`src/hdl/xcfp_pkg.sv`:
```
package xcfp_pkg;

  localparam int unsigned BYTE_W = 8;
  localparam int unsigned LEN_W  = 7;
  localparam int unsigned STAT_W = 2;
  localparam int unsigned STEP_W = 4;

  typedef logic [STEP_W-1:0] step_t;

  localparam step_t STEP_HUNT   = 4'd0;
  localparam step_t STEP_SENDER = 4'd1;
  localparam step_t STEP_DEST   = 4'd2;
  localparam step_t STEP_LEN    = 4'd3;
  localparam step_t STEP_DATA   = 4'd4;
  localparam step_t STEP_CHECK  = 4'd5;
  localparam step_t STEP_END    = 4'd6;
  localparam step_t STEP_RD     = 4'd7;
  localparam step_t STEP_OUT    = 4'd8;

  localparam logic [STAT_W-1:0] ST_GOOD    = 2'd0;
  localparam logic [STAT_W-1:0] ST_BAD_END = 2'd1;
  localparam logic [STAT_W-1:0] ST_TOO_BIG = 2'd2;
  localparam logic [STAT_W-1:0] ST_BAD_SUM = 2'd3;

  localparam logic [1:0] REG_START_MARKER = 2'd0;
  localparam logic [1:0] REG_END_MARKER   = 2'd1;
  localparam logic [1:0] REG_MAX_LENGTH   = 2'd2;

  localparam logic [BYTE_W-1:0] RST_START_MARKER = 8'd2;
  localparam logic [BYTE_W-1:0] RST_END_MARKER   = 8'd3;
  localparam logic [LEN_W-1:0]  RST_MAX_LENGTH   = 7'd35;

  typedef enum logic [2:0] {
    COND_NEVER,
    COND_ALWAYS,
    COND_START,
    COND_TOO_BIG,
    COND_LEN_ZERO,
    COND_DATA_DONE,
    COND_END_ONE,
    COND_LAST
  } cond_t;

  typedef enum logic [1:0] {
    EMIT_NONE,
    EMIT_TOO_BIG,
    EMIT_END,
    EMIT_PAYLOAD
  } emit_t;

  typedef struct packed {
    logic  take_in;
    logic  wait_out;
    logic  clr_xor;
    logic  clr_cnt;
    logic  xor_en;
    logic  cnt_inc;
    logic  ld_sender;
    logic  ld_dest;
    logic  ld_len;
    logic  ld_check;
    logic  mem_wr;
    logic  mem_rd;
    emit_t emit;
    cond_t cond_a;
    step_t jmp_a;
    cond_t cond_b;
    step_t jmp_b;
  } cw_t;

  typedef struct packed {
    logic go;
    logic start_hit;
    logic too_big;
    logic len_zero;
    logic data_done;
    logic end_one;
    logic last_rd;
  } flags_t;

  typedef struct packed {
    logic [BYTE_W-1:0] start_marker;
    logic [BYTE_W-1:0] end_marker;
    logic [LEN_W-1:0]  max_length;
  } cfg_t;

  function automatic cw_t ucode(step_t s);
    cw_t w;
    w = '0;
    w.emit   = EMIT_NONE;
    w.cond_a = COND_NEVER;
    w.cond_b = COND_NEVER;
    w.jmp_a  = STEP_HUNT;
    w.jmp_b  = STEP_HUNT;
    unique case (s)
      STEP_HUNT: begin
        w.take_in = 1'b1;
        w.clr_xor = 1'b1;
        w.clr_cnt = 1'b1;
        w.cond_a  = COND_START;
        w.jmp_a   = STEP_SENDER;
        w.cond_b  = COND_ALWAYS;
        w.jmp_b   = STEP_HUNT;
      end
      STEP_SENDER: begin
        w.take_in   = 1'b1;
        w.ld_sender = 1'b1;
        w.xor_en    = 1'b1;
      end
      STEP_DEST: begin
        w.take_in = 1'b1;
        w.ld_dest = 1'b1;
        w.xor_en  = 1'b1;
      end
      STEP_LEN: begin
        w.take_in = 1'b1;
        w.ld_len  = 1'b1;
        w.xor_en  = 1'b1;
        w.clr_cnt = 1'b1;
        w.emit    = EMIT_TOO_BIG;
        w.cond_a  = COND_TOO_BIG;
        w.jmp_a   = STEP_HUNT;
        w.cond_b  = COND_LEN_ZERO;
        w.jmp_b   = STEP_CHECK;
      end
      STEP_DATA: begin
        w.take_in = 1'b1;
        w.mem_wr  = 1'b1;
        w.xor_en  = 1'b1;
        w.cnt_inc = 1'b1;
        w.cond_a  = COND_DATA_DONE;
        w.jmp_a   = STEP_CHECK;
        w.cond_b  = COND_ALWAYS;
        w.jmp_b   = STEP_DATA;
      end
      STEP_CHECK: begin
        w.take_in  = 1'b1;
        w.ld_check = 1'b1;
      end
      STEP_END: begin
        w.take_in = 1'b1;
        w.clr_cnt = 1'b1;
        w.emit    = EMIT_END;
        w.cond_a  = COND_END_ONE;
        w.jmp_a   = STEP_HUNT;
      end
      STEP_RD: begin
        w.mem_rd = 1'b1;
      end
      STEP_OUT: begin
        w.wait_out = 1'b1;
        w.cnt_inc  = 1'b1;
        w.emit     = EMIT_PAYLOAD;
        w.cond_a   = COND_LAST;
        w.jmp_a    = STEP_HUNT;
        w.cond_b   = COND_ALWAYS;
        w.jmp_b    = STEP_RD;
      end
      default: begin
        w.cond_a = COND_ALWAYS;
        w.jmp_a  = STEP_HUNT;
      end
    endcase
    return w;
  endfunction

endpackage

```
`src/hdl/xcfp_useq.sv`:
```
module xcfp_useq (
  input  logic             clk,
  input  logic             rst_n,
  input  xcfp_pkg::flags_t flags,
  output xcfp_pkg::cw_t    cw
);

  xcfp_pkg::step_t step_r;
  xcfp_pkg::step_t step_nxt;

  function automatic logic cond_hit(xcfp_pkg::cond_t c, xcfp_pkg::flags_t f);
    logic hit;
    unique case (c)
      xcfp_pkg::COND_NEVER:     hit = 1'b0;
      xcfp_pkg::COND_ALWAYS:    hit = 1'b1;
      xcfp_pkg::COND_START:     hit = f.start_hit;
      xcfp_pkg::COND_TOO_BIG:   hit = f.too_big;
      xcfp_pkg::COND_LEN_ZERO:  hit = f.len_zero;
      xcfp_pkg::COND_DATA_DONE: hit = f.data_done;
      xcfp_pkg::COND_END_ONE:   hit = f.end_one;
      xcfp_pkg::COND_LAST:      hit = f.last_rd;
      default:                  hit = 1'b0;
    endcase
    return hit;
  endfunction

  assign cw = xcfp_pkg::ucode(step_r);

  always_comb begin
    step_nxt = step_r;
    if (flags.go) begin
      priority if (cond_hit(cw.cond_a, flags)) begin
        step_nxt = cw.jmp_a;
      end else if (cond_hit(cw.cond_b, flags)) begin
        step_nxt = cw.jmp_b;
      end else begin
        step_nxt = xcfp_pkg::STEP_W'(step_r + 1'b1);
      end
    end
  end

  always_ff @(posedge clk) begin
    if (!rst_n) begin
      step_r <= xcfp_pkg::STEP_HUNT;
    end else begin
      step_r <= step_nxt;
    end
  end

endmodule

```
`src/hdl/xcfp_dpath.sv`:
```
module xcfp_dpath #(
  parameter int unsigned PAYLOAD_DEPTH = 64
) (
  input  logic                            clk,
  input  logic                            rst_n,
  input  xcfp_pkg::cfg_t                  cfg,
  input  xcfp_pkg::cw_t                   cw,
  output xcfp_pkg::flags_t                flags,
  input  logic                            in_tvalid,
  output logic                            in_tready,
  input  logic [xcfp_pkg::BYTE_W-1:0]     rx_byte,
  output logic                            out_tvalid,
  input  logic                            out_tready,
  output logic [xcfp_pkg::BYTE_W-1:0]     payload_byte,
  output logic [xcfp_pkg::BYTE_W-1:0]     sender,
  output logic [xcfp_pkg::BYTE_W-1:0]     destination,
  output logic [xcfp_pkg::STAT_W-1:0]     status,
  output logic                            has_payload,
  output logic                            last
);

  localparam int unsigned AW = (PAYLOAD_DEPTH > 1) ? $clog2(PAYLOAD_DEPTH) : 1;
  localparam logic [xcfp_pkg::LEN_W-1:0] DEPTH_L = xcfp_pkg::LEN_W'(PAYLOAD_DEPTH);

  logic [xcfp_pkg::BYTE_W-1:0] mem [0:PAYLOAD_DEPTH-1];
  logic [xcfp_pkg::BYTE_W-1:0] rd_q_r;

  logic [xcfp_pkg::BYTE_W-1:0] sender_r, dest_r, xor_r, check_r;
  logic [xcfp_pkg::LEN_W-1:0]  len_r, cnt_r;
  logic [xcfp_pkg::LEN_W-1:0]  cnt_inc;
  logic [xcfp_pkg::LEN_W-1:0]  limit;
  logic [AW-1:0]               addr;

  logic                        out_valid_r;
  logic [xcfp_pkg::BYTE_W-1:0] out_payload_r, out_sender_r, out_dest_r;
  logic [xcfp_pkg::STAT_W-1:0] out_status_r;
  logic                        out_has_r, out_last_r;

  logic out_free, end_bad, sum_bad, emit_now;
  logic [xcfp_pkg::STAT_W-1:0] emit_status;

  assign out_free  = !out_valid_r || out_tready;
  assign in_tready = cw.take_in && out_free;
  assign cnt_inc   = xcfp_pkg::LEN_W'(cnt_r + 1'b1);
  assign limit     = (cfg.max_length > DEPTH_L) ? DEPTH_L : cfg.max_length;
  assign addr      = cnt_r[AW-1:0];
  assign end_bad   = rx_byte != cfg.end_marker;
  assign sum_bad   = check_r != xor_r;

  always_comb begin
    flags.go        = cw.take_in ? (in_tvalid && in_tready) :
                      (cw.wait_out ? out_free : 1'b1);
    flags.start_hit = rx_byte == cfg.start_marker;
    flags.too_big   = rx_byte > {1'b0, limit};
    flags.len_zero  = rx_byte == '0;
    flags.data_done = cnt_inc >= len_r;
    flags.end_one   = end_bad || sum_bad || (len_r == '0);
    flags.last_rd   = cnt_inc == len_r;
  end

  always_comb begin
    unique case (cw.emit)
      xcfp_pkg::EMIT_NONE:    emit_now = 1'b0;
      xcfp_pkg::EMIT_TOO_BIG: emit_now = flags.too_big;
      xcfp_pkg::EMIT_END:     emit_now = flags.end_one;
      xcfp_pkg::EMIT_PAYLOAD: emit_now = 1'b1;
      default:                emit_now = 1'b0;
    endcase
    priority if (cw.emit == xcfp_pkg::EMIT_TOO_BIG) begin
      emit_status = xcfp_pkg::ST_TOO_BIG;
    end else if (cw.emit == xcfp_pkg::EMIT_END && end_bad) begin
      emit_status = xcfp_pkg::ST_BAD_END;
    end else if (cw.emit == xcfp_pkg::EMIT_END && sum_bad) begin
      emit_status = xcfp_pkg::ST_BAD_SUM;
    end else begin
      emit_status = xcfp_pkg::ST_GOOD;
    end
  end

  always_ff @(posedge clk) begin
    if (flags.go && cw.mem_wr && (cnt_r < DEPTH_L)) begin
      mem[addr] <= rx_byte;
    end
    if (flags.go && cw.mem_rd) begin
      rd_q_r <= mem[addr];
    end
  end

  always_ff @(posedge clk) begin
    if (!rst_n) begin
      sender_r <= '0;
      dest_r   <= '0;
      xor_r    <= '0;
      check_r  <= '0;
      len_r    <= '0;
      cnt_r    <= '0;
    end else if (flags.go) begin
      if (cw.ld_sender) sender_r <= rx_byte;
      if (cw.ld_dest)   dest_r   <= rx_byte;
      if (cw.ld_len)    len_r    <= rx_byte[xcfp_pkg::LEN_W-1:0];
      if (cw.ld_check)  check_r  <= rx_byte;
      if (cw.clr_xor) begin
        xor_r <= '0;
      end else if (cw.xor_en) begin
        xor_r <= xor_r ^ rx_byte;
      end
      if (cw.clr_cnt) begin
        cnt_r <= '0;
      end else if (cw.cnt_inc) begin
        cnt_r <= cnt_inc;
      end
    end
  end

  always_ff @(posedge clk) begin
    if (!rst_n) begin
      out_valid_r <= 1'b0;
    end else if (flags.go && emit_now) begin
      out_valid_r <= 1'b1;
    end else if (out_tready) begin
      out_valid_r <= 1'b0;
    end
  end

  always_ff @(posedge clk) begin
    if (flags.go && emit_now) begin
      out_payload_r <= (cw.emit == xcfp_pkg::EMIT_PAYLOAD) ? rd_q_r : '0;
      out_sender_r  <= sender_r;
      out_dest_r    <= dest_r;
      out_status_r  <= emit_status;
      out_has_r     <= cw.emit == xcfp_pkg::EMIT_PAYLOAD;
      out_last_r    <= (cw.emit == xcfp_pkg::EMIT_PAYLOAD) ? flags.last_rd : 1'b1;
    end
  end

  assign out_tvalid   = out_valid_r;
  assign payload_byte = out_payload_r;
  assign sender       = out_sender_r;
  assign destination  = out_dest_r;
  assign status       = out_status_r;
  assign has_payload  = out_has_r;
  assign last         = out_last_r;

endmodule

```
`src/hdl/xor_checksum_frame_parser_unit.sv`:
```
// Timing: a single result item is offered in the cycle after its length or end byte is
// taken; a good frame's first payload item follows its end byte and a memory read step.
// Throughput: one received byte per cycle while the output register is free; payload
// then plays out as alternating memory read and output load steps, input held.
// Reset: synchronous, active low; loads configuration defaults and clears sequencer and
// counters, leaving the payload memory as it is.
module xor_checksum_frame_parser_unit #(
  parameter int unsigned PAYLOAD_DEPTH = 64
) (
  input  logic        clk,
  input  logic        rst_n,
  input  logic        in_tvalid,
  output logic        in_tready,
  input  logic [7:0]  in_tdata,   // [7:0] rx_byte
  output logic        out_tvalid,
  input  logic        out_tready,
  output logic [23:0] out_tdata,  // [7:0] payload_byte, [15:8] sender, [23:16] destination
  output logic [2:0]  out_tuser,  // [1:0] status, [2] has_payload
  output logic        out_tlast,
  input  logic        cfg_valid,
  output logic        cfg_ready,
  input  logic [1:0]  cfg_index,
  input  logic [7:0]  cfg_data
);

  xcfp_pkg::cfg_t   cfg_r;
  xcfp_pkg::cw_t    cw;
  xcfp_pkg::flags_t flags;

  logic [7:0] payload_byte, sender, destination;
  logic [1:0] status;
  logic       has_payload, last;

  assign cfg_ready = 1'b1;

  always_ff @(posedge clk) begin
    if (!rst_n) begin
      cfg_r.start_marker <= xcfp_pkg::RST_START_MARKER;
      cfg_r.end_marker   <= xcfp_pkg::RST_END_MARKER;
      cfg_r.max_length   <= xcfp_pkg::RST_MAX_LENGTH;
    end else if (cfg_valid && cfg_ready) begin
      unique case (cfg_index)
        xcfp_pkg::REG_START_MARKER: cfg_r.start_marker <= cfg_data;
        xcfp_pkg::REG_END_MARKER:   cfg_r.end_marker   <= cfg_data;
        xcfp_pkg::REG_MAX_LENGTH:   cfg_r.max_length   <= cfg_data[xcfp_pkg::LEN_W-1:0];
        default: ;
      endcase
    end
  end

  xcfp_useq u_useq (
    .clk   (clk),
    .rst_n (rst_n),
    .flags (flags),
    .cw    (cw)
  );

  xcfp_dpath #(
    .PAYLOAD_DEPTH (PAYLOAD_DEPTH)
  ) u_dpath (
    .clk          (clk),
    .rst_n        (rst_n),
    .cfg          (cfg_r),
    .cw           (cw),
    .flags        (flags),
    .in_tvalid    (in_tvalid),
    .in_tready    (in_tready),
    .rx_byte      (in_tdata),
    .out_tvalid   (out_tvalid),
    .out_tready   (out_tready),
    .payload_byte (payload_byte),
    .sender       (sender),
    .destination  (destination),
    .status       (status),
    .has_payload  (has_payload),
    .last         (last)
  );

  assign out_tdata = {destination, sender, payload_byte};
  assign out_tuser = {has_payload, status};
  assign out_tlast = last;

  a_no_take_when_full: assert property (@(posedge clk) disable iff (!rst_n)
    in_tready |-> (!out_tvalid || out_tready))
    else $error("input taken while result register blocked");

  a_single_is_last: assert property (@(posedge clk) disable iff (!rst_n)
    (out_tvalid && !out_tuser[2]) |-> (out_tlast && out_tdata[7:0] == 8'd0))
    else $error("non-payload result not marked last or carries data");

  a_payload_is_good: assert property (@(posedge clk) disable iff (!rst_n)
    (out_tvalid && out_tuser[2]) |-> (out_tuser[1:0] == xcfp_pkg::ST_GOOD))
    else $error("payload result with bad status");

  a_burst_blocks_input: assert property (@(posedge clk) disable iff (!rst_n)
    (out_tvalid && out_tuser[2] && !out_tlast) |-> !in_tready)
    else $error("input taken during payload burst");

endmodule
```
`config.mk`:
```
export PLATFORM = sky130hd
export DESIGN_NAME = xor_checksum_frame_parser_unit
export DESIGN_NICKNAME = d
export VERILOG_FILES = /design/src/hdl/xcfp_pkg.sv /design/src/hdl/xcfp_useq.sv /design/src/hdl/xcfp_dpath.sv /design/src/hdl/xor_checksum_frame_parser_unit.sv
export SDC_FILE = /design/constraint.sdc
export NUM_CORES = 1
export LEC_CHECK = 0
export BUFFER_PORTS_ARGS = -buffer_cell sky130_fd_sc_hd__buf_2
export CORE_MARGIN = 10
export CORE_UTILIZATION = 25
export CTS_CLUSTER_DIAMETER = 80
export CTS_CLUSTER_SIZE = 12
export DETAILED_ROUTE_END_ITERATION = 16
export PLACE_DENSITY_LB_ADDON = 0.2
export SETUP_SLACK_MARGIN = 0.05
export SYNTH_ARGS = -nofsm -noshare
export SYNTH_HDL_FRONTEND = slang
export SYNTH_SLANG_ARGS = --single-unit
```
`constraint.sdc`:
```
create_clock -name clk -period 5.3 [get_ports clk]
set_clock_uncertainty 0.2 [all_clocks]
set_input_delay 0.265 -clock clk [delete_from_list [all_inputs] [get_ports clk]]
set_output_delay 0.265 -clock clk [all_outputs]
set_load 0.05 [all_outputs]
```
# [Word level (Yosys, flattened, before mapping)]
# Memories as Yosys holds them, arrays and structs flattened. A register that Yosys moved wholly into a read port is not among the register bits.
# Index checks and enable logic that the tools add are counted.
[op_classes] add_sub_neg=2 n_lt_le_gt_ge=4 eq_ne=31 n_mux=36 bitwise=1 reduce_logical=36
[ops] op="one-hot mux 7 bit (6 select lines)" n=1
[ops] op="one-hot mux 7 bit (4 select lines)" n=1
[ops] op="equality test 3 bit, second input constant" n=8
[ops] op="two-way mux 1 bit" n=21
[ops] op="two-way mux 7 bit" n=3
[ops] op="AND reduction 2 bit" n=9
[ops] op="equality test 4 x 3 -> 1 bit, second input constant" n=4
[ops] op="two-way mux 8 bit" n=2
[ops] op="!= test 8 bit" n=2
[ops] op="one-hot mux 1 bit (8 select lines)" n=2
[ops] op="equality test 3 x 2 -> 1 bit, second input constant" n=4
[ops] op="equality test 4 x 2 -> 1 bit, second input constant" n=2
[ops] op="equality test 8 bit" n=1
[ops] op="> comparator 8 x 7 -> 1 bit" n=1
[ops] op="logical AND 1 bit" n=8
[ops] op="logical NOT 8 bit" n=1
[ops] op="two-way mux 4 bit" n=2
[ops] op="OR reduction 4 bit" n=2
[ops] op="XOR 8 bit" n=1
[ops] op="adder 7 x 1 -> 7 bit, second input constant" n=1
[ops] op="equality test 7 bit" n=1
[ops] op="greater-or-equal comparator 7 bit" n=1
[ops] op="> comparator 7 bit, second input constant" n=1
[ops] op="logical NOT 7 bit" n=1
[ops] op="19 further kinds" n=30
[word_totals] ff_bits=102 ramBits=512 out_inout_bits=31 word_cells=128 n_memories=1
[mem_list] name="u_dpath.mem" depth=64 width=8 rd=1 rd_ports_with_merged_regs=1 write_ports=1 line="xcfp_dpath.sv:25" rtl="logic [xcfp_pkg::BYTE_W-1:0] mem [0:PAYLOAD_DEPTH-1];"

# [Longest topological paths before layout]
# Gate-level depths: netlist of the first run.
[logic_depth] word_depth=11 depth_mapped=14 depth_no_buf=12

# [Cells and area by module]
# From an unflattened synthesis of the first run, not the netlist that was laid out.
[hier_totals] cells_unflattened=1688 area_unflattened_um2=25630.8
[by_module_without_submodules] mod="xcfp_dpath" instances=1 cells_per_inst=1484 area_per_inst_um2=23946.7 seq_area_each_um2=17396.7
[by_module_without_submodules] mod="xor_checksum_frame_parser_unit" instances=1 cells_per_inst=92 area_per_inst_um2=923.4 seq_area_each_um2=460.4
[by_module_without_submodules] mod="xcfp_useq" instances=1 cells_per_inst=112 area_per_inst_um2=760.7 seq_area_each_um2=80.1

# [Worst setup path after synthesis of the first run]
# Ideal clock, no wire load.
[synth_path] kind="flip-flop to flip-flop" from="register u_useq.step_r[0]" to="register u_dpath.out_dest_r, in the netlist u_dpath.destination[0], enable pin" setup_ns=0.424 arrival_time_ns=3.138 required_ns=4.676 path_slack_ns=1.538 stages_incl_launch_ff=10 n_path_buf=2 synth_period_minus_slack_ns=3.762 cell_sequence="dfxtp_1 inv_1 ha_1 clkbuf_1 nor3_1 a21o_1 a21oi_1 or2_2 clkbuf_1 a21oi_1"
[synth_between] elab_chain_cells=7 elab_cells_between_ends=22 cone_classes="10 x eq/ne; 6 x mux; 6 x reduce/logical"
[synth_rtl] item="start, declared" line="xcfp_useq.sv:8" rtl="xcfp_pkg::step_t step_r;"
[synth_rtl] item="start signal, assigned" line="xcfp_useq.sv:44" rtl="step_r <= xcfp_pkg::STEP_HUNT;"
[synth_rtl] item="start signal, assigned" line="xcfp_useq.sv:46" rtl="step_r <= step_nxt;"
[synth_rtl] item="branches (longest 6 deep; another with equality test 4 bit)"
[synth_rtl] item="logical AND 1 bit *" line="xcfp_dpath.sv:126" rtl="if (flags.go && emit_now) begin"
[synth_rtl] item="end signal, assigned" line="xcfp_dpath.sv:129" rtl="out_dest_r <= dest_r;"
[synth_rtl] item="end, declared" line="xcfp_dpath.sv:35" rtl="logic [xcfp_pkg::BYTE_W-1:0] out_payload_r, out_sender_r, out_dest_r;"
# Every way passes the cells marked *.
# A chain may end at the register's enable or synchronous reset.

# [Final worst setup path of the first run]
[layout_path] from="register u_useq.step_r[0]" to="memory u_dpath.mem[7][0] (netlist bit), enable pin"
[layout_between] elab_chain_cells=10 elab_cells_between_ends=20 cone_classes="7 x eq/ne; 7 x mux; 6 x reduce/logical"
[layout_rtl] item="equality test 4 x 1 -> 1 bit, or another cell as far along" line="xcfp_pkg.sv:95" rtl="unique case (s)"
[layout_rtl] item="OR reduction 7 bit (no source line)"
[layout_rtl] item="two-way mux 1 bit" line="xcfp_pkg.sv:95"
[layout_rtl] item="logical AND 1 bit" line="xcfp_dpath.sv:43" rtl="assign in_tready = cw.take_in && out_free;"
[layout_rtl] item="logical AND 1 bit" line="xcfp_dpath.sv:51" rtl="flags.go = cw.take_in ? (in_tvalid && in_tready) :"
[layout_rtl] item="two-way mux 1 bit" line="xcfp_dpath.sv:51"
[layout_rtl] item="logical AND 1 bit * (2 in series)" line="xcfp_dpath.sv:81" rtl="if (flags.go && cw.mem_wr && (cnt_r < DEPTH_L)) begin"
[layout_rtl] item="two-way mux 1 bit *" line="xcfp_dpath.sv:81"
[layout_rtl] item="two-way mux 1 bit (implied by the code) *" line="xcfp_dpath.sv:82" rtl="mem[addr] <= rx_byte;"
[layout_rtl] item="end, declared" line="xcfp_dpath.sv:25"
# Mark *: on every way between the ends. The rest lies on a longest branch, timed or not.

==> qor.txt, run 1 <==
status: complete, no violations
max cap viols: 0
most common cell after layout, fill and taps aside: edfxtp_1
total CTS buffers: 58
worst-path cell chain: inv_1 > ha_1 > nor3_1 > a21o_1 > a21oi_1 > or2_2 > nor4b_4 > nand2_1 > nor2_1
largest net degree at the start of global routing: 68
Netlist Area Pre-Place: 23910 sq um
Multi-input gate area: 5565 sq um
post-synthesis sequential area ratio: 75.02%
prevailing post-synth register cell: edfxtp_1
final setup fails: 0
total congestion overflow: 0
# DRC: 0
Final GP Congestion: 0.8338
CTS max path bufs: 3
Clock Power Share: 41.1%
Clock Latency Late Sink: 630 ps
R2R setup slack: 550 ps
die width: 329.3 um
cell count after synthesis: 1527
placed insts: 2785
layout cells sized above 1: 10.99%
first drt pass iteration count: 5
fillcell total: 9511
path depth of the worst reg2reg path: 9
die height: 329.3 um
FP Rows: 113
Port Buffers: 52
WP buf/inv: 1
Worst Path Max Fanout: 16
die footprint: 108400 sq um
Non-Filler Instances: 2885
CP endpoint kind: flop
Post-synth EDFFs: 548
setup TNS: 0 ps
Max Transition Viols Final: 0
final worst path period need: 4748 ps
switching pwr: 1.976 mW
Logic pwr share: 2.5%
startpoint types: flop
first-pass GRT wire length: 106900 um
#FFs+latches synth: 622
Critical Path Stages: 9
number of global-route vias before repair: 14320
Post-Synthesis Net Count: 1569
DR vias/cell: 4.975
Max stage delay on crit path: 790 ps
Antenna Cells: 0
Hold Vio Cnt, Final: 0
CORE AREA: 95010 sq um
Highest Signal Layer: met5
WP data required: 5370 ps
Max Fclk: 210.6 MHz
Lkg Pwr: 8.706 nW
Crit Path Category: reg -> reg
switching share of power: 20.91%
post-synth cell types: 51
Final Cycle Share: 89.59%
Slew @ Worst Pin: 995.8 ps
IO Pins: 54
Post-layout nets: 1639
GRT Overall Usage: 13.48%
post-cts sizing count: 0
CTS tree: done
commonest non-fill, non-tap cells in the layout: 548 x edfxtp_1, 131 x a22oi_1, 90 x nor2_1
CP max stage cell: nor2_1
clk slew on worst S/H paths: 70 ps
YS warnings: 0
1st-iter DRT viols: 1483
antenna-violating nets left: 0
sequential share of power: 56.4%
top-area cell type share of the netlist area: 68.83%
Storage cell area: 17940 sq um
Initial Util: 25.16%
Async S/R FF share, synth: 0%
final wirelength: 75490 um
Synth area leaders: edfxtp_1 69%, dfxtp_1 6.2%, a22oi_1 4.1%, a221oi_1 2.3%, a22o_1 2.3%
CP delay by family, top: simple AND/OR/NAND/NOR gates
met2 wire len: 34000 um
Arr. time, crit path: 4810 ps
Wirelength per Cell: 26.17 um
synthesis-to-finish area growth: 15.37%
DP HPWL: 47310 um
total number of vias: 14350
Int Pwr: 7.473 mW
RSZ-0062 raised after global routing: false
CTS Sinks: 622
WL met3: 6229 um
hold path depth: 2
syn avg cell area: 15.66 sq um
post-synth top area cell: edfxtp_1
# H-tree levels: 2
Power Density: 342.5 nW/um^2
worst min path class: in -> reg
WL met1: 33150 um
Worst slew margin: 33.46%
Root Driver: clkbuf_16
initial antenna violation count: 11
IR drop worst, VDD: 254.8 uV
synth_stat cells (7+ instances only):
| cell type | n |
|---|---|
| nor2b_1 | 51 |
| o21ai_0 | 21 |
| nand3_1 | 10 |
| nand2_1 | 52 |
| a31oi_1 | 63 |
| a221oi_1 | 63 |
| xor2_1 | 28 |
| o21a_1 | 9 |
| a21boi_0 | 7 |
| nand3b_1 | 7 |
| and2_1 | 10 |
| dfxtp_1 | 74 |
| a22oi_1 | 131 |
| nor3_1 | 7 |
| buf_1 | 16 |
| xnor2_1 | 11 |
| mux2i_1 | 54 |
| nor4_1 | 23 |
| a22o_1 | 63 |
| clkbuf_1 | 79 |
| inv_1 | 14 |
| a21oi_1 | 13 |
| nor2_1 | 92 |
| ha_1 | 19 |
| edfxtp_1 | 548 |
repair_timing:
action                    CTS  global route
hold buffers               17             0
buffers inserted            0             0
hold endpoints to repair   37             0
power groups by stage:
| stage | clock [mW] | combinational (mW) | sequential [mW] |
|---|---|---|---|
| 2_1_floorplan | 0 | 0.0740 | 5.44 |
| 3_3_place_gp | 0 | 0.231 | 5.44 |
| 3_5_place_dp | 0 | 0.230 | 5.44 |
| 4_1_cts | 3.98 | 0.240 | 5.33 |
| 5_1_grt | 4.15 | 0.253 | 5.33 |
| 6_report | 3.89 | 0.232 | 5.33 |
metrics by stage:
| stage | setup slack [ps] | utilization [%] | hold slack [ps] | power [mW] | instance area [sq um] |
|---|---|---|---|---|---|
| floorplan | 1538 | - | 163.9 | 5.511 | 23910 |
| global placement | 700.8 | 27.12 | 216.0 | 5.668 | 25770 |
| detailed placement | 606.0 | 27.12 | 217.0 | 5.668 | 25770 |
| CTS | 604.8 | 29.03 | 85.90 | 9.554 | 27580 |
| global route | 267.4 | 29.03 | 114.2 | 9.731 | 27580 |
| finish | 551.7 | 29.03 | 116.7 | 9.449 | 27580 |
flip-flops by register name, summed over array words and instances (netlist names), 7 cells and up:
signal,flops
cfg_r,23
u_dpath.check_r,8
u_dpath.cnt_r,7
u_dpath.dest_r,8
u_dpath.destination,8
u_dpath.len_r,7
u_dpath.mem,512
u_dpath.payload_byte,8
u_dpath.rd_q_r,8
u_dpath.sender,8
u_dpath.sender_r,8
u_dpath.xor_r,8
per-layer routing:
layer,global-route usage [%],up-vias
li1,-,6189
met1,18.64,7408
met2,20.71,638
met3,3.376,114
met4,3.918,4
met5,0,-
cell families after synthesis:
group	after synthesis	share of synthesized area, %
other	1	0.01568
XOR/XNOR	39	1.429
flip-flops	622	75.02
adder cells (fa/ha/maj)	19	0.9943
AO/OA/AOI/OAI	389	12.25
AND/OR/NAND/NOR	286	6.133
buffers and inverters	117	1.900
multiplexers	54	2.261
worst paths after layout:
kind | startpoint | end
worst min register to register | u_dpath.sender_r[6] | u_dpath.sender[6]
worst max-delay path | u_useq.step_r[0] | u_dpath.mem[7][0]
worst min-delay path | in_tdata[5] | u_dpath.mem[48][5]
worst max register to register | u_useq.step_r[0] | u_dpath.mem[7][0]
final cells by class:
type | count | area share (%)
inverters | 14 | 0.1905
clock buffers | 76 | 5.507
well taps | 1265 | 5.738
multi-input cells | 788 | 20.18
repair buffers | 113 | 2.894
flip-flops and latches | 622 | 65.03
clock inverters | 7 | 0.4672
No activity file was read; power rests on OpenSTA's default activity.
==> run 2: changes to the inputs <==
--- a/config.mk
+++ b/config.mk
@@ -7,12 +7,13 @@
 export LEC_CHECK = 0
 export BUFFER_PORTS_ARGS = -buffer_cell sky130_fd_sc_hd__buf_2
 export CORE_MARGIN = 10
-export CORE_UTILIZATION = 25
+export CORE_UTILIZATION = 50
 export CTS_CLUSTER_DIAMETER = 80
 export CTS_CLUSTER_SIZE = 12
 export DETAILED_ROUTE_END_ITERATION = 16
 export PLACE_DENSITY_LB_ADDON = 0.2
 export SETUP_SLACK_MARGIN = 0.05
+export SLEW_MARGIN = 20
 export SYNTH_ARGS = -nofsm -noshare
 export SYNTH_HDL_FRONTEND = slang
 export SYNTH_SLANG_ARGS = --single-unit
==> run 2 against run 1 <==
  * Sequential share of layout area grew 2.4 points
  * Via count grew 0.16%
  * Core utilization grew 27 points
  * Worst hold slack lost 52 ps
  * Register-to-register slack gained 420 ps
  * Die area shrank 47%
==> qor.txt, run 2 (synthesized netlist as in run 1, its figures left out) <==
initial antenna violation count: 0 (was 11)
CP endpoint kind: flop (unchanged)
Storage cell area: 17940 sq um (unchanged)
# H-tree levels: 2 (unchanged)
Worst Path Max Fanout: 16 (unchanged)
number of global-route vias before repair: 13970 (was 14320)
CTS max path bufs: 3 (unchanged)
antenna-violating nets left: 0 (unchanged)
WP data required: 5340 ps (was 5370 ps)
first drt pass iteration count: 7 (was 5)
status: complete, no violations (unchanged)
Post-layout nets: 1627 (was 1639)
Arr. time, crit path: 4370 ps (was 4810 ps)
Final GP Congestion: 0.8841 (was 0.8338)
Max stage delay on crit path: 740 ps (was 790 ps)
final worst path period need: 4330 ps (was 4748 ps)
RSZ-0062 raised after global routing: false (unchanged)
CORE AREA: 47550 sq um (was 95010 sq um)
Antenna Cells: 0 (unchanged)
Clock Latency Late Sink: 620 ps (was 630 ps)
synthesis-to-finish area growth: 11.31% (was 15.37%)
FP Rows: 80 (was 113)
Root Driver: clkbuf_16 (unchanged)
Max Fclk: 231.0 MHz (was 210.6 MHz)
Max Transition Viols Final: 0 (unchanged)
startpoint types: flop (unchanged)
IO Pins: 54 (unchanged)
Final Cycle Share: 81.69% (was 89.59%)
biggest registers after layout: u_dpath.mem: 512 flops, cfg_r: 23 flops (unchanged)
first-pass GRT wire length: 93830 um (was 106900 um)
die height: 238.7 um (was 329.3 um)
die footprint: 56970 sq um (was 108400 sq um)
Port Buffers: 52 (unchanged)
worst-path cell chain: inv_1 > ha_1 > nor3_1 > a21o_1 > a21oi_1 > or2_2 > nor4b_4 > nand2_1 > nor2_1 (unchanged)
final setup fails: 0 (unchanged)
layout cells sized above 1: 9.864% (was 10.99%)
overall power: 9.202 mW (was 9.449 mW)
CTS tree: done (unchanged)
total number of vias: 14380 (was 14350)
post-cts sizing count: 0 (unchanged)
dpl ws: 997.1 ps (was 606.0 ps)
Slew @ Worst Pin: 992.4 ps (was 995.8 ps)
Lkg Pwr: 8.605 nW (was 8.706 nW)
GRT Overall Usage: 22.23% (was 13.48%)
Crit Path Category: reg -> reg (unchanged)
IR drop worst, VDD: 290.5 uV (was 254.8 uV)
max cap viols: 0 (unchanged)
Worst slew margin: 33.29% (was 33.46%)
Multi-input gate area: 5565 sq um (unchanged)
worst min path class: in -> reg (unchanged)
commonest non-fill, non-tap cells in the layout: 548 x edfxtp_1, 131 x a22oi_1, 90 x nor2_1 (unchanged)
DP HPWL: 38290 um (was 47310 um)
total CTS buffers: 57 (was 58)
total congestion overflow: 0 (unchanged)
CP delay by family, top: simple AND/OR/NAND/NOR gates (unchanged)
number of flip-flops in the largest register: 512 (unchanged)
Initial Util: 50.29% (was 25.16%)
WP buf/inv: 1 (unchanged)
Hold Vio Cnt, Final: 0 (unchanged)
CTS Sinks: 622 (unchanged)
most common cell after layout, fill and taps aside: edfxtp_1 (unchanged)
Power Density: 345.8 nW/um^2 (was 342.5 nW/um^2)
fillcell total: 3646 (was 9511)
fin worst setup slack: 970.3 ps (was 551.7 ps)
clk slew on worst S/H paths: 70 ps (about the same)
# DRC: 0 (unchanged)
Non-Filler Instances: 2227 (was 2885)
Most flops, register: u_dpath.mem (unchanged)
DR vias/cell: 6.455 (was 4.975)
largest net degree at the start of global routing: 68 (unchanged)
1st-iter DRT viols: 1749 (was 1483)
Wirelength per Cell: 28.72 um (was 26.17 um)
die width: 238.7 um (was 329.3 um)
final wirelength: 63960 um (was 75490 um)
setup TNS: 0 ps (unchanged)
placed insts: 2121 (was 2785)
CP max stage cell: nor2_1 (unchanged)
-- run 2: cell types whose count changed in the layout (fill, tap and decap cells not counted) --
cell / previous run / this run
clkinv_2: 2 / 0
clkinv_16: 1 / 0
buf_4: 41 / 27
clkbuf_16: 58 / 57
bufinv_16: 2 / 0
clkinv_8: 0 / 2
inv_16: 1 / 0
dlygate4sd3_1: 17 / 20
clkbuf_1: 18 / 26
-- run 2: stage by stage --
| stage | utilization [%] | hold slack [ps] | area [sq um] |
|---|---|---|---|
| 2_1_floorplan | - | 163.9 | 23910 |
| 3_3_place_gp | 52.26 | 214.3 | 24850 |
| 3_5_place_dp | 52.26 | 216.3 | 24850 |
| 4_1_cts | 55.97 | 59.25 | 26610 |
| 5_1_grt | 55.97 | 92.40 | 26610 |
| 6_report | 55.97 | 64.48 | 26610 |
-- run 2: power breakdown --
part | switching, mW | internal, mW | leakage [nW]
clock | 1.69 | 1.97 | 0.751
sequential | 0.00657 | 5.33 | 5.53
combinational | 0.155 | 0.0576 | 2.33
-- run 2: worst paths after layout --
check                       from            endpoint  slack (ps)  depth (start not counted)
min reg2reg  u_dpath.sender_r[6]   u_dpath.sender[6]         230                          0
max             u_useq.step_r[0]  u_dpath.mem[54][7]         970                          9
min                  in_tdata[0]    u_dpath.len_r[0]          60                          3
max reg2reg     u_useq.step_r[0]  u_dpath.mem[54][7]         970                          9
-- run 2: final cells by class --
cell class / instances / area share [%]
inverter: 14 / 0.1975
clock inverter: 3 / 0.1551
tap: 615 / 2.891
multi-input combinational: 788 / 20.91
timing repair buffer: 102 / 2.717
clock buffer: 83 / 5.726
sequential: 622 / 67.40
-- run 2: metal layers --
layer / GRT usage, % / wire [um]
met1: 30.85 / 26300
met2: 34.90 / 29950
met3: 4.645 / 6132
met4: 6.252 / 1581
met5: 0 / 0
-- run 2: worst register-to-register path, cell delays in order (launching register included) --
cell and delay, ps:
dfxtp_1 430, inv_1 90, ha_1 350, nor3_1 250
a21o_1 180, a21oi_1 130, or2_2 460, nor4b_4 510
nand2_1 600, nor2_1 750
-- run 2: repair_timing --
item                                   4_1_cts  5_1_grt
endpoints found under the hold margin       48        0
hold buffers                                20        0
buffers inserted                             0        0
